==> config.mk <==
export PLATFORM = sky130hd
export DESIGN_NAME = cubemap_face_select_core
export DESIGN_NICKNAME = d
export VERILOG_FILES = /design/src/sv/cmfs_pkg.sv /design/src/sv/cmfs_select.sv /design/src/sv/cmfs_divide.sv /design/src/sv/cubemap_face_select_core.sv
export SDC_FILE = /design/constraint.sdc
export NUM_CORES = 2
export LEC_CHECK = 0
export BUFFER_PORTS_ARGS = -buffer_cell sky130_fd_sc_hd__buf_4
export CORE_MARGIN = 10
export CORE_UTILIZATION = 48
export CTS_CLUSTER_DIAMETER = 30
export CTS_CLUSTER_SIZE = 20
export DETAILED_ROUTE_END_ITERATION = 10
export PLACE_DENSITY_LB_ADDON = 0.12
export SYNTH_ARGS = -nofsm -noshare
export SYNTH_HDL_FRONTEND = slang
export SYNTH_SLANG_ARGS = --single-unit
==> constraint.sdc <==
create_clock -name clock -period 33.5 [get_ports clock]
set_input_delay 6.7 -clock clock [delete_from_list [all_inputs] [get_ports clock]]
set_output_delay 6.7 -clock clock [all_outputs]
set_load 0.05 [all_outputs]
==> src/sv/cmfs_pkg.sv <==
// ----------------------------------------------------------------------------
// cmfs_pkg
// Shared constants and types for the cube map face select core.
// ----------------------------------------------------------------------------
`default_nettype none

package cmfs_pkg;

   localparam int DEFAULT_MAX_FACE_EDGE  = 4096;
   localparam int DEFAULT_COMPONENT_BITS = 16;

   localparam int EDGE_CSR_BITS  = 13;
   localparam int OUT_COORD_BITS = 12;

   localparam logic [EDGE_CSR_BITS-1:0] FACE_EDGE_RESET = 13'd512;

   typedef enum logic [2:0] {
      FACE_LEFT   = 3'd0,
      FACE_FRONT  = 3'd1,
      FACE_RIGHT  = 3'd2,
      FACE_BACK   = 3'd3,
      FACE_TOP    = 3'd4,
      FACE_BOTTOM = 3'd5
   } face_type;

endpackage

`default_nettype wire

==> src/sv/cmfs_select.sv <==
// ----------------------------------------------------------------------------
// cmfs_select
// Three-stage front end: dominant axis and face numerators, offset to the
// unsigned range, then scale by the face edge.
// ----------------------------------------------------------------------------
`default_nettype none

module cmfs_select #(
   parameter int COMPONENT_BITS = cmfs_pkg::DEFAULT_COMPONENT_BITS,
   parameter int EDGE_BITS      = 13
) (
   input  wire logic                                  clock,
   input  wire logic                                  reset,
   input  wire logic                                  up_valid,
   output logic                                       up_stall,
   input  wire logic signed [COMPONENT_BITS-1:0]      up_dir_x,
   input  wire logic signed [COMPONENT_BITS-1:0]      up_dir_y,
   input  wire logic signed [COMPONENT_BITS-1:0]      up_dir_z,
   input  wire logic [EDGE_BITS-1:0]                  up_edge,
   output logic                                       dn_valid,
   input  wire logic                                  dn_stall,
   output logic [COMPONENT_BITS+EDGE_BITS:0]          dn_num_u,
   output logic [COMPONENT_BITS+EDGE_BITS:0]          dn_num_v,
   output logic [COMPONENT_BITS:0]                    dn_den,
   output cmfs_pkg::face_type                         dn_face,
   output logic                                       dn_zero,
   output logic [EDGE_BITS-1:0]                       dn_edge
);

   localparam int CW = COMPONENT_BITS;
   localparam int NW = COMPONENT_BITS + EDGE_BITS + 1;

   // handshake
   logic adv1, adv2, adv3;
   logic v1_ff, v2_ff, v3_ff;

   assign adv3     = !v3_ff || !dn_stall;
   assign adv2     = !v2_ff || adv3;
   assign adv1     = !v1_ff || adv2;
   assign up_stall = !adv1;

   // stage 1: magnitudes and face choice
   logic [CW-1:0]        ax, ay, az;
   logic signed [CW:0]   xs, ys, zs;
   cmfs_pkg::face_type   face1_in;
   logic [CW-1:0]        m1_in;
   logic signed [CW:0]   nu1_in, nv1_in;
   logic                 zero1_in;

   assign ax = up_dir_x[CW-1] ? CW'(-up_dir_x) : CW'(up_dir_x);
   assign ay = up_dir_y[CW-1] ? CW'(-up_dir_y) : CW'(up_dir_y);
   assign az = up_dir_z[CW-1] ? CW'(-up_dir_z) : CW'(up_dir_z);
   assign xs = (CW+1)'(up_dir_x);
   assign ys = (CW+1)'(up_dir_y);
   assign zs = (CW+1)'(up_dir_z);
   assign zero1_in = (ax == '0) && (ay == '0) && (az == '0);

   always_comb begin
      if ((ax >= ay) && (ax >= az)) begin
         m1_in  = ax;
         nv1_in = -ys;
         if (!up_dir_x[CW-1] && (up_dir_x != '0)) begin
            face1_in = cmfs_pkg::FACE_RIGHT;
            nu1_in   = -zs;
         end else begin
            face1_in = cmfs_pkg::FACE_LEFT;
            nu1_in   = zs;
         end
      end else if (ay >= az) begin
         m1_in  = ay;
         nu1_in = xs;
         if (!up_dir_y[CW-1] && (up_dir_y != '0)) begin
            face1_in = cmfs_pkg::FACE_TOP;
            nv1_in   = zs;
         end else begin
            face1_in = cmfs_pkg::FACE_BOTTOM;
            nv1_in   = -zs;
         end
      end else begin
         m1_in  = az;
         nv1_in = -ys;
         if (!up_dir_z[CW-1] && (up_dir_z != '0)) begin
            face1_in = cmfs_pkg::FACE_FRONT;
            nu1_in   = xs;
         end else begin
            face1_in = cmfs_pkg::FACE_BACK;
            nu1_in   = -xs;
         end
      end
   end

   cmfs_pkg::face_type   face1_ff, face2_ff, face3_ff;
   logic [CW-1:0]        m1_ff;
   logic signed [CW:0]   nu1_ff, nv1_ff;
   logic                 zero1_ff, zero2_ff, zero3_ff;
   logic [EDGE_BITS-1:0] edge1_ff, edge2_ff, edge3_ff;

   // stage 2: offset numerators by the dominant magnitude
   logic signed [CW+1:0] msum;
   logic signed [CW+1:0] off_u_full, off_v_full;
   logic [CW:0]          off_u2_in, off_v2_in;
   logic [CW:0]          off_u2_ff, off_v2_ff;
   logic [CW:0]          den2_ff, den3_ff;

   assign msum       = signed'((CW+2)'(m1_ff));
   assign off_u_full = (CW+2)'(nu1_ff) + msum;
   assign off_v_full = (CW+2)'(nv1_ff) + msum;
   assign off_u2_in  = (CW+1)'(off_u_full);
   assign off_v2_in  = (CW+1)'(off_v_full);

   // stage 3: scale by edge length
   logic [NW-1:0] num_u3_in, num_v3_in;
   logic [NW-1:0] num_u3_ff, num_v3_ff;

   assign num_u3_in = NW'(off_u2_ff) * NW'(edge2_ff);
   assign num_v3_in = NW'(off_v2_ff) * NW'(edge2_ff);

   always_ff @(posedge clock) begin
      if (reset) begin
         v1_ff <= 1'b0;
         v2_ff <= 1'b0;
         v3_ff <= 1'b0;
      end else begin
         if (adv1) v1_ff <= up_valid;
         if (adv2) v2_ff <= v1_ff;
         if (adv3) v3_ff <= v2_ff;
      end
      if (adv1) begin
         face1_ff <= face1_in;
         m1_ff    <= m1_in;
         nu1_ff   <= nu1_in;
         nv1_ff   <= nv1_in;
         zero1_ff <= zero1_in;
         edge1_ff <= up_edge;
      end
      if (adv2) begin
         face2_ff  <= face1_ff;
         off_u2_ff <= off_u2_in;
         off_v2_ff <= off_v2_in;
         den2_ff   <= {m1_ff, 1'b0};
         zero2_ff  <= zero1_ff;
         edge2_ff  <= edge1_ff;
      end
      if (adv3) begin
         face3_ff  <= face2_ff;
         num_u3_ff <= num_u3_in;
         num_v3_ff <= num_v3_in;
         den3_ff   <= den2_ff;
         zero3_ff  <= zero2_ff;
         edge3_ff  <= edge2_ff;
      end
   end

   assign dn_valid = v3_ff;
   assign dn_num_u = num_u3_ff;
   assign dn_num_v = num_v3_ff;
   assign dn_den   = den3_ff;
   assign dn_face  = face3_ff;
   assign dn_zero  = zero3_ff;
   assign dn_edge  = edge3_ff;

endmodule

`default_nettype wire

==> src/sv/cmfs_divide.sv <==
// ----------------------------------------------------------------------------
// cmfs_divide
// Pipelined restoring divider, one quotient bit per stage for both face
// coordinates, followed by the clamp and output register.
// ----------------------------------------------------------------------------
`default_nettype none

module cmfs_divide #(
   parameter int COMPONENT_BITS = cmfs_pkg::DEFAULT_COMPONENT_BITS,
   parameter int EDGE_BITS      = 13
) (
   input  wire logic                                      clock,
   input  wire logic                                      reset,
   input  wire logic                                      up_valid,
   output logic                                           up_stall,
   input  wire logic [COMPONENT_BITS+EDGE_BITS:0]         up_num_u,
   input  wire logic [COMPONENT_BITS+EDGE_BITS:0]         up_num_v,
   input  wire logic [COMPONENT_BITS:0]                   up_den,
   input  wire cmfs_pkg::face_type                        up_face,
   input  wire logic                                      up_zero,
   input  wire logic [EDGE_BITS-1:0]                      up_edge,
   output logic                                           dn_valid,
   input  wire logic                                      dn_stall,
   output logic [2:0]                                     dn_face_id,
   output logic [cmfs_pkg::OUT_COORD_BITS-1:0]            dn_face_u,
   output logic [cmfs_pkg::OUT_COORD_BITS-1:0]            dn_face_v,
   output logic                                           dn_zero_direction
);

   localparam int CW = COMPONENT_BITS;
   localparam int QW = EDGE_BITS;
   localparam int NW = COMPONENT_BITS + EDGE_BITS + 1;
   localparam int OW = cmfs_pkg::OUT_COORD_BITS;

   logic [QW-1:0]        valid_ff;
   logic [NW-1:0]        rem_u_ff [QW];
   logic [NW-1:0]        rem_v_ff [QW];
   logic [QW-1:0]        q_u_ff   [QW];
   logic [QW-1:0]        q_v_ff   [QW];
   logic [CW:0]          den_ff   [QW];
   cmfs_pkg::face_type   face_ff  [QW];
   logic [QW-1:0]        zero_ff;
   logic [EDGE_BITS-1:0] edge_ff  [QW];

   logic [NW-1:0]        rem_u_in [QW];
   logic [NW-1:0]        rem_v_in [QW];
   logic [QW-1:0]        q_u_in   [QW];
   logic [QW-1:0]        q_v_in   [QW];

   logic [NW-1:0]        src_rem_u [QW];
   logic [NW-1:0]        src_rem_v [QW];
   logic [QW-1:0]        src_q_u   [QW];
   logic [QW-1:0]        src_q_v   [QW];
   logic [CW:0]          src_den   [QW];
   cmfs_pkg::face_type   src_face  [QW];
   logic [QW-1:0]        src_zero;
   logic [EDGE_BITS-1:0] src_edge  [QW];
   logic [QW-1:0]        src_valid;

   logic [QW:0]          adv;

   logic                 out_valid_ff;
   logic [2:0]           out_face_ff;
   logic [OW-1:0]        out_u_ff, out_v_ff;
   logic                 out_zero_ff;

   // handshake: a stage moves when empty or when the next one moves
   always_comb begin
      adv[QW] = !out_valid_ff || !dn_stall;
      for (int k = QW - 1; k >= 0; k--) begin
         adv[k] = !valid_ff[k] || adv[k+1];
      end
   end
   assign up_stall = !adv[0];

   always_comb begin
      for (int k = 0; k < QW; k++) begin
         if (k == 0) begin
            src_rem_u[k] = up_num_u;
            src_rem_v[k] = up_num_v;
            src_q_u[k]   = '0;
            src_q_v[k]   = '0;
            src_den[k]   = up_den;
            src_face[k]  = up_face;
            src_zero[k]  = up_zero;
            src_edge[k]  = up_edge;
            src_valid[k] = up_valid;
         end else begin
            src_rem_u[k] = rem_u_ff[k-1];
            src_rem_v[k] = rem_v_ff[k-1];
            src_q_u[k]   = q_u_ff[k-1];
            src_q_v[k]   = q_v_ff[k-1];
            src_den[k]   = den_ff[k-1];
            src_face[k]  = face_ff[k-1];
            src_zero[k]  = zero_ff[k-1];
            src_edge[k]  = edge_ff[k-1];
            src_valid[k] = valid_ff[k-1];
         end
      end
   end

   // one quotient bit per stage, most significant first
   always_comb begin
      logic [NW-1:0] trial;
      for (int k = 0; k < QW; k++) begin
         trial = NW'(src_den[k]) << (QW - 1 - k);
         if (src_rem_u[k] >= trial) begin
            rem_u_in[k] = src_rem_u[k] - trial;
            q_u_in[k]   = src_q_u[k] | (QW'(1) << (QW - 1 - k));
         end else begin
            rem_u_in[k] = src_rem_u[k];
            q_u_in[k]   = src_q_u[k];
         end
         if (src_rem_v[k] >= trial) begin
            rem_v_in[k] = src_rem_v[k] - trial;
            q_v_in[k]   = src_q_v[k] | (QW'(1) << (QW - 1 - k));
         end else begin
            rem_v_in[k] = src_rem_v[k];
            q_v_in[k]   = src_q_v[k];
         end
      end
   end

   always_ff @(posedge clock) begin
      for (int k = 0; k < QW; k++) begin
         if (reset) begin
            valid_ff[k] <= 1'b0;
         end else if (adv[k]) begin
            valid_ff[k] <= src_valid[k];
         end
         if (adv[k]) begin
            rem_u_ff[k] <= rem_u_in[k];
            rem_v_ff[k] <= rem_v_in[k];
            q_u_ff[k]   <= q_u_in[k];
            q_v_ff[k]   <= q_v_in[k];
            den_ff[k]   <= src_den[k];
            face_ff[k]  <= src_face[k];
            zero_ff[k]  <= src_zero[k];
            edge_ff[k]  <= src_edge[k];
         end
      end
   end

   // clamp to edge - 1, force the zero vector to the origin of face 0
   logic [QW-1:0] last_edge;
   logic [QW-1:0] clamp_u, clamp_v;
   logic [OW-1:0] out_u_in, out_v_in;
   logic [2:0]    out_face_in;

   assign last_edge = edge_ff[QW-1] - QW'(1);
   assign clamp_u   = (q_u_ff[QW-1] > last_edge) ? last_edge : q_u_ff[QW-1];
   assign clamp_v   = (q_v_ff[QW-1] > last_edge) ? last_edge : q_v_ff[QW-1];

   always_comb begin
      if (zero_ff[QW-1]) begin
         out_u_in    = '0;
         out_v_in    = '0;
         out_face_in = cmfs_pkg::FACE_LEFT;
      end else begin
         out_u_in    = OW'(clamp_u);
         out_v_in    = OW'(clamp_v);
         out_face_in = face_ff[QW-1];
      end
   end

   always_ff @(posedge clock) begin
      if (reset) begin
         out_valid_ff <= 1'b0;
      end else if (adv[QW]) begin
         out_valid_ff <= valid_ff[QW-1];
      end
      if (adv[QW]) begin
         out_face_ff <= out_face_in;
         out_u_ff    <= out_u_in;
         out_v_ff    <= out_v_in;
         out_zero_ff <= zero_ff[QW-1];
      end
   end

   assign dn_valid          = out_valid_ff;
   assign dn_face_id        = out_face_ff;
   assign dn_face_u         = out_u_ff;
   assign dn_face_v         = out_v_ff;
   assign dn_zero_direction = out_zero_ff;

   // the final remainder stays below the divisor for a nonzero direction
   a_rem_below_den: assert property (@(posedge clock) disable iff (reset)
      valid_ff[QW-1] && !zero_ff[QW-1] |->
         (rem_u_ff[QW-1] < NW'(den_ff[QW-1])) && (rem_v_ff[QW-1] < NW'(den_ff[QW-1])))
      else $error("divider remainder not below divisor");

endmodule

`default_nettype wire

==> src/sv/cubemap_face_select_core.sv <==
// ----------------------------------------------------------------------------
// cubemap_face_select_core
// Cube map face selection: dominant axis, face id and clamped texel
// coordinates computed exactly in integers.
//
// Usage:
//   req_ channel takes one direction word (dir_x, dir_y, dir_z) per cycle;
//   rsp_ channel returns face_id, face_u, face_v and zero_direction, one
//   word per request, in order. A word moves when valid is high and stall
//   is low. csr_wen with csr_wdata writes the face edge length; write it
//   only while no requests are in flight. Edge 0 is used as 1, an edge
//   above MAX_FACE_EDGE is used as MAX_FACE_EDGE.
//   Throughput is one word per cycle while rsp_stall is low. The stages
//   are three front stages (axis select, offset, edge multiply), one
//   restoring divider stage per quotient bit, and the clamp/output
//   register.
//   Reset empties the pipeline and sets the face edge to 512. While rsp_stall
//   is high the output word holds and the stages behind it fill up; req_stall
//   rises only once every stage is full.
// ----------------------------------------------------------------------------
`default_nettype none

module cubemap_face_select_core #(
   parameter int MAX_FACE_EDGE  = cmfs_pkg::DEFAULT_MAX_FACE_EDGE,
   parameter int COMPONENT_BITS = cmfs_pkg::DEFAULT_COMPONENT_BITS
) (
   input  wire logic                                  clock,
   input  wire logic                                  reset,
   input  wire logic                                  csr_wen,
   input  wire logic [cmfs_pkg::EDGE_CSR_BITS-1:0]    csr_wdata,
   input  wire logic                                  req_valid,
   output logic                                       req_stall,
   input  wire logic signed [COMPONENT_BITS-1:0]      req_dir_x,
   input  wire logic signed [COMPONENT_BITS-1:0]      req_dir_y,
   input  wire logic signed [COMPONENT_BITS-1:0]      req_dir_z,
   output logic                                       rsp_valid,
   input  wire logic                                  rsp_stall,
   output logic [2:0]                                 rsp_face_id,
   output logic [cmfs_pkg::OUT_COORD_BITS-1:0]        rsp_face_u,
   output logic [cmfs_pkg::OUT_COORD_BITS-1:0]        rsp_face_v,
   output logic                                       rsp_zero_direction
);

   localparam int EW = $clog2(MAX_FACE_EDGE + 1);
   localparam int CW = COMPONENT_BITS;
   localparam int NW = CW + EW + 1;

   logic [cmfs_pkg::EDGE_CSR_BITS-1:0] face_edge_ff;

   always_ff @(posedge clock) begin
      if (reset) begin
         face_edge_ff <= cmfs_pkg::FACE_EDGE_RESET;
      end else if (csr_wen) begin
         face_edge_ff <= csr_wdata;
      end
   end

   // saturate the edge into 1..MAX_FACE_EDGE
   logic [31:0]   edge_wide;
   logic [EW-1:0] edge_eff;

   assign edge_wide = 32'(face_edge_ff);

   always_comb begin
      if (edge_wide == 32'd0) begin
         edge_eff = EW'(1);
      end else if (edge_wide > 32'(MAX_FACE_EDGE)) begin
         edge_eff = EW'(MAX_FACE_EDGE);
      end else begin
         edge_eff = EW'(edge_wide);
      end
   end

   logic               mid_valid, mid_stall;
   logic [NW-1:0]      mid_num_u, mid_num_v;
   logic [CW:0]        mid_den;
   cmfs_pkg::face_type mid_face;
   logic               mid_zero;
   logic [EW-1:0]      mid_edge;

   cmfs_select #(
      .COMPONENT_BITS (COMPONENT_BITS),
      .EDGE_BITS      (EW)
   ) u_select (
      .clock    (clock),
      .reset    (reset),
      .up_valid (req_valid),
      .up_stall (req_stall),
      .up_dir_x (req_dir_x),
      .up_dir_y (req_dir_y),
      .up_dir_z (req_dir_z),
      .up_edge  (edge_eff),
      .dn_valid (mid_valid),
      .dn_stall (mid_stall),
      .dn_num_u (mid_num_u),
      .dn_num_v (mid_num_v),
      .dn_den   (mid_den),
      .dn_face  (mid_face),
      .dn_zero  (mid_zero),
      .dn_edge  (mid_edge)
   );

   cmfs_divide #(
      .COMPONENT_BITS (COMPONENT_BITS),
      .EDGE_BITS      (EW)
   ) u_divide (
      .clock             (clock),
      .reset             (reset),
      .up_valid          (mid_valid),
      .up_stall          (mid_stall),
      .up_num_u          (mid_num_u),
      .up_num_v          (mid_num_v),
      .up_den            (mid_den),
      .up_face           (mid_face),
      .up_zero           (mid_zero),
      .up_edge           (mid_edge),
      .dn_valid          (rsp_valid),
      .dn_stall          (rsp_stall),
      .dn_face_id        (rsp_face_id),
      .dn_face_u         (rsp_face_u),
      .dn_face_v         (rsp_face_v),
      .dn_zero_direction (rsp_zero_direction)
   );

   a_zero_origin: assert property (@(posedge clock) disable iff (reset)
      rsp_valid && rsp_zero_direction |->
         (rsp_face_id == 3'(cmfs_pkg::FACE_LEFT)) && (rsp_face_u == '0) && (rsp_face_v == '0))
      else $error("zero direction word not at origin of left face");

   a_coord_in_face: assert property (@(posedge clock) disable iff (reset)
      rsp_valid |-> (32'(rsp_face_u) < 32'(edge_eff)) && (32'(rsp_face_v) < 32'(edge_eff)))
      else $error("face coordinate not below face edge");

   a_face_code: assert property (@(posedge clock) disable iff (reset)
      rsp_valid |-> (rsp_face_id <= 3'(cmfs_pkg::FACE_BOTTOM)))
      else $error("face id out of range");

   a_empty_accepts: assert property (@(posedge clock) disable iff (reset)
      !mid_valid |-> !req_stall)
      else $error("front end stalls with an empty hand-off stage");

endmodule

`default_nettype wire
==> Word-level counts from Yosys, hierarchy flattened <==
Memories as Yosys holds them, arrays and structs flattened. A register that Yosys moved wholly into a read port is not among the register bits.
Cells that the tools add are included.
{ "totals": {"n_memories": 7, "inputBits": 66, "latchBits": 0, "output_inout_bits": 30, "wordCells": 280, "romBits": 0, "ff_bits": 295, "ram_bits": 1547} }
{ "op_classes": {"n_eq_ne": 0, "n_lt_le_gt_ge": 32, "reduce_logical": 53, "n_mul": 2, "n_div": 0, "n_mux": 98, "shift": 0, "add_sub_neg": 35, "bitwise": 0} }
{ "mem_list": {"columns": ["memory", "depth", "width", "read_ports", "rd_ports_with_merged_regs", "wr", "line_no", "rtl"], "rows": [
  ["u_divide.rem_u_ff", 13, 30, 12, 0, 13, "cmfs_divide.sv:36", "logic [NW-1:0] rem_u_ff [QW];"],
  ["u_divide.rem_v_ff", 13, 30, 12, 0, 13, "cmfs_divide.sv:37", "logic [NW-1:0] rem_v_ff [QW];"],
  ["u_divide.den_ff", 13, 17, 12, 0, 13, "cmfs_divide.sv:40", "logic [CW:0] den_ff [QW];"],
  ["u_divide.edge_ff", 13, 13, 13, 0, 13, "cmfs_divide.sv:43", "logic [EDGE_BITS-1:0] edge_ff [QW];"],
  ["u_divide.q_u_ff", 13, 13, 13, 0, 13, "cmfs_divide.sv:38", "logic [QW-1:0] q_u_ff [QW];"],
  ["u_divide.q_v_ff", 13, 13, 13, 0, 13, "cmfs_divide.sv:39", "logic [QW-1:0] q_v_ff [QW];"],
  ["1 more memories", null, null, null, null, null, null, null]
]} }
{ "op_table": {"columns": ["cell", "n"], "rows": [
  ["two-way mux 30 bit", 26],
  ["two-way mux 17 bit", 7],
  ["two-way mux 16 bit", 5],
  [">= comparator 30 x 17 -> 1 bit", 2],
  [">= comparator 30 x 18 -> 1 bit", 2],
  [">= comparator 30 x 19 -> 1 bit", 2],
  [">= comparator 30 x 20 -> 1 bit", 2],
  [">= comparator 30 x 21 -> 1 bit", 2],
  [">= comparator 30 x 22 -> 1 bit", 2],
  [">= comparator 30 x 23 -> 1 bit", 2],
  [">= comparator 30 x 24 -> 1 bit", 2],
  [">= comparator 30 x 25 -> 1 bit", 2],
  [">= comparator 30 x 26 -> 1 bit", 2],
  [">= comparator 30 x 27 -> 1 bit", 2],
  [">= comparator 30 x 28 -> 1 bit", 2],
  [">= comparator 30 x 29 -> 1 bit", 2],
  ["multiplier 17 x 13 -> 30 bit", 2],
  ["subtractor 30 x 17 -> 30 bit", 2],
  ["subtractor 30 x 18 -> 30 bit", 2],
  ["subtractor 30 x 19 -> 30 bit", 2],
  ["subtractor 30 x 20 -> 30 bit", 2],
  ["subtractor 30 x 21 -> 30 bit", 2],
  ["subtractor 30 x 22 -> 30 bit", 2],
  ["subtractor 30 x 23 -> 30 bit", 2],
  ["33 further kinds", 140]
]} }

==> Logic depth before layout (Yosys ltp) <==
{ "logic_depth": {"ltp_word": 19, "depth_mapped": 23, "depth_no_buf": 21} }

==> Hierarchy <==
From an unflattened synthesis, not the netlist that was laid out.
{ "unflattened": {"cells_unflattened": 8603, "hier_area_um2": 97722.5} }
{ "modules_own_cells": {"columns": ["mod", "area_per_inst_um2", "cells_per_inst", "seq_area_each_um2", "n_inst"], "rows": [
  ["cmfs_divide", 70348.7, 5806, 40969.3, 1],
  ["cmfs_select", 26786.9, 2737, 6876.6, 1],
  ["cubemap_face_select_core", 586.8, 60, 260.2, 1]
]} }

==> Worst setup path after synthesis <==
OpenSTA, ideal clock, no wires.
{ "synth_timing": {"path_type": "input-to-output", "from": "input rsp_stall", "to": "output req_stall", "path_slack_ps": 8615, "arrival_time_ps": 18185, "t_required_ps": 26800, "path_buffers": 0, "path_stages": 9, "path_cell_list": "and3_1 > nand3_1 > nor2_1 > inv_1 > nor3_1 > nand3_1 > nor2_1 > nand2_1 > inv_1"} }
{ "synth_via": {"elab_chain_cells": 19} }
{ "synth_lines": {"columns": ["item", "line_no", "rtl"], "rows": [
  ["from (decl)", "cubemap_face_select_core.sv:37", "input wire logic rsp_stall,"],
  ["zero test 1 bit", "cmfs_divide.sv:69", "adv[QW] = !out_valid_ff || !dn_stall;"],
  ["logical OR 1 bit", "cmfs_divide.sv:69", null],
  ["logical OR 1 bit (3 in a row)", "cmfs_divide.sv:71", "adv[k] = !valid_ff[k] || adv[k+1];"],
  ["named net u_divide.adv[10]", "cmfs_divide.sv:60", "logic [QW:0] adv;"],
  ["logical OR 1 bit", "cmfs_divide.sv:71", null],
  ["named net u_divide.adv[9]", "cmfs_divide.sv:60", null],
  ["logical OR 1 bit (9 in a row)", "cmfs_divide.sv:71", null],
  ["logical OR 1 bit", "cmfs_select.sv:37", "assign adv3 = !v3_ff || !dn_stall;"],
  ["named net u_select.adv3", "cmfs_select.sv:34", "logic adv1, adv2, adv3;"],
  ["logical OR 1 bit", "cmfs_select.sv:38", "assign adv2 = !v2_ff || adv3;"],
  ["logical OR 1 bit", "cmfs_select.sv:39", "assign adv1 = !v1_ff || adv2;"],
  ["zero test 1 bit", "cmfs_select.sv:40", "assign up_stall = !adv1;"],
  ["to (decl)", "cubemap_face_select_core.sv:32", "output logic req_stall,"]
]} }
The timed path passes the listed nets, and every way through them passes these cells.

==> Worst setup path after layout <==
Same ends and word-level chain as after synthesis.

==> reports/qor.csv <==
metric;value;unit
crit path kind;primary input to primary output;
Die Width;466;µm
FP Rows;163;
CP required;26.80;ns
Via density;5.44;
Routed WL per cell;20.7;µm
setup violators final;0;
PortBufs;95;
ys async rst share;0;%
Syn Inst Count;8380;
H-tree levels;5;
Initial Util;48.4;%
Post-synth top cells;edfxtp_1 (1570), inv_1 (868), nand2_1 (762);
# DRC;0;
Total Wirelength;239;mm
DIE HEIGHT;466;µm
hold-critical path depth;0;
top-area cell type share of the netlist area;49.3;%
Post-Syn Area;95700;µm²
yosys warns;0;
gpl congestion;0.976;
ys flop type;edfxtp_1;
Worst-Margin Slew;1.25;ns
critical path endpoint category;primary output;
Mapped Nets;9486;
maximum vdd drop;0.0889;mV
Yosys top cell by area;edfxtp_1;
Critical R2R Launch;u_select.off_v2_ff[9];
Core Region;198000;µm²
DR vias;62900;
antenna viol nets, final;0;
Power Density;120;nW/µm²
post-synthesis sequential area ratio;49.9;%
vias in the first global route;64900;
DR iter-0 viols;3615;
number of synthesized flops with an enable pin;1570;
hold buffer count at cts;0;
post-layout min period;16.87;ns
crit path launch type;primary input;
fillers;16700;
Final Hold Vio Count;0;
CTS sink cnt;1600;
total gr overflow;0;
flop2flop setup slack;26.49;ns
slew margin rel.;16.8;%
RSZ-0062 raised after global routing;no;
largest net degree at the start of global routing;78;
maximum clock rate;0.0593;GHz
Worst Setup EP;req_stall;
Setup TNS;0;ns
Root Driver;clkbuf_16;
status;finished clean;
count leader, synth;edfxtp_1;
die area;218000;µm²
Yosys reg bits;1600;
CTS tree;yes;
Worst Setup SP;rsp_stall;
worst endpoint data arrival time;10.17;ns
total power draw;13.3;mW
TritonCTS Buffers;343;
clock slew at reported path FFs;0.04;ns
initial antenna violation count;6;
Worst Skew;0.0860;ns
worst skew pair latency;0.96;ns
DRT Pass-1 Iters;6;
share of post-route cells with drive strength above 1;9.49;%
Final period util;50.4;%
synthesized area per cell;11.4;µm²
synthesis-to-finish area growth;15.7;%
Setup Fix Bufs, Post-CTS;0;
final net count;9769;
max-cap viol count;0;
number of library cell types mapped by synthesis;86;
critical path peak fanout;50;
PostCTS Resize Cnt;0;
first-pass GRT wire length;370;mm
Worst Hold Class;flip-flop to flip-flop;
Leakage;46.3;nW
RR Endpoint;u_select.dn_num_v[27];
Synth area leaders;edfxtp_1 (49%), ha_1 (8.9%), fa_1 (7.4%), inv_1 (3.4%), nand2_1 (3.0%);
Final HPWL DP;187;mm
Ports;96;
clk buf depth;4;
fin. max-slew vios;0;
Reg2Reg Depth;20;
GRT Overall Usage;21.8;%
## kinds of logic after synthesis
| family | Yosys count | synth area share (%) |
|---|---|---|
| buffers and inverters | 1087 | 4.28 |
| XOR/XNOR | 587 | 5.37 |
| AO/OA/AOI/OAI | 1524 | 9.94 |
| AND/OR/NAND/NOR | 2391 | 12.4 |
| multiplexers | 151 | 1.68 |
| adder cells (fa/ha/maj) | 1040 | 16.4 |
| flip-flops | 1600 | 49.9 |
## worst max-delay path, stage by stage
cell,delay [ns]
buf_4,0.09
and3_1,0.33
nand3_4,0.09
buf_4,0.31
nor2_1,0.49
inv_4,0.34
nor3_1,0.40
buf_4,0.24
nand3_4,0.26
nor2_1,0.37
nand2_4,0.20
inv_1,0.11
buf_4,0.20
## worst min-delay path by stage
stage,from,end,slack [ns]
after floorplan,u_select.dn_edge[0],u_divide.edge_ff[0][0],0.40
after global placement,u_select.dn_edge[3],u_divide.edge_ff[0][3],0.40
after detailed placement,u_select.dn_edge[12],u_divide.edge_ff[0][12],0.40
after CTS,u_select.edge1_ff[6],u_select.edge2_ff[6],0.34
after global routing,u_select.edge1_ff[6],u_select.edge2_ff[6],0.34
final,u_select.edge1_ff[6],u_select.edge2_ff[6],0.34
## metal layers
layer,wire length [µm],vias to the layer above,GRT usage (%)
li1,-,30500,-
met1,91400,30300,24.0
met2,121000,1459,38.9
met3,9700,603,3.47
met4,16800,4,13.9
met5,34,-,0
## power breakdown
part	switching, mW	internal, mW	leakage [nW]
Combinational	3.53	2.51	23.9
Clock	1.06	2.15	5.37
Sequential	0.617	3.39	17.1
## cell type report
cell class,count,area [µm²],area share (%)
tap,2640,3300,2.98
timing repair buffer,153,1150,1.04
sequential,1600,47700,43.1
antenna,2,5.00,0.00452
clock inverter,229,2290,2.07
inverter,872,3280,2.97
clock buffer,379,8870,8.01
multi-input combinational,5693,44000,39.8
## stage by stage
stage | instance area (µm²) | std cells | hold WS, ns | worst slack [ns] | utilization, %
after floorplan | 95700 | 8380 | 0.400 | 8.61 | -
after global placement | 99500 | 11000 | 0.400 | 16.59 | 50.3
after detailed placement | 99500 | 11000 | 0.405 | 16.55 | 50.3
after CTS | 111000 | 11600 | 0.339 | 16.52 | 55.9
after global routing | 111000 | 11600 | 0.339 | 16.25 | 55.9
final | 111000 | 11600 | 0.342 | 16.63 | 55.9
## flip-flops by register name, indices dropped and copies added (netlist names), 16 cells and up
| name | cells |
|---|---|
| u_divide.q_v_ff | 91 |
| u_select.den2_ff | 16 |
| u_select.nu1_ff | 17 |
| u_divide.edge_ff | 169 |
| u_select.m1_ff | 16 |
| u_select.dn_num_v | 30 |
| u_select.off_u2_ff | 17 |
| u_divide.rem_u_ff | 360 |
| u_select.dn_num_u | 30 |
| u_divide.q_u_ff | 91 |
| u_divide.rem_v_ff | 360 |
| u_select.dn_den | 16 |
| u_select.nv1_ff | 17 |
| u_divide.face_ff | 39 |
| u_select.off_v2_ff | 17 |
| u_divide.den_ff | 192 |
## layout by cell type (no fill, tap or decap), types with 49 or more instances in the layout
| cell type | n |
|---|---|
| or3_1 | 71 |
| fa_1 | 356 |
| buf_4 | 153 |
| clkbuf_16 | 349 |
| a21oi_1 | 412 |
| and2_1 | 230 |
| nand2b_1 | 116 |
| nor2b_1 | 92 |
| xor2_1 | 277 |
| nand2_1 | 756 |
| nor2_1 | 449 |
| o21bai_1 | 49 |
| nand3_1 | 94 |
| inv_1 | 862 |
| nand4_1 | 76 |
| edfxtp_1 | 1570 |
| mux2i_1 | 76 |
| xnor2_1 | 310 |
| o21ai_0 | 435 |
| nor4_1 | 97 |
| o31ai_1 | 54 |
| ha_1 | 684 |
| a21o_1 | 153 |
| a211oi_1 | 67 |
| mux2_2 | 68 |
| o21a_1 | 80 |
| nor3_1 | 181 |
No activity file was read; power rests on OpenSTA's default activity.
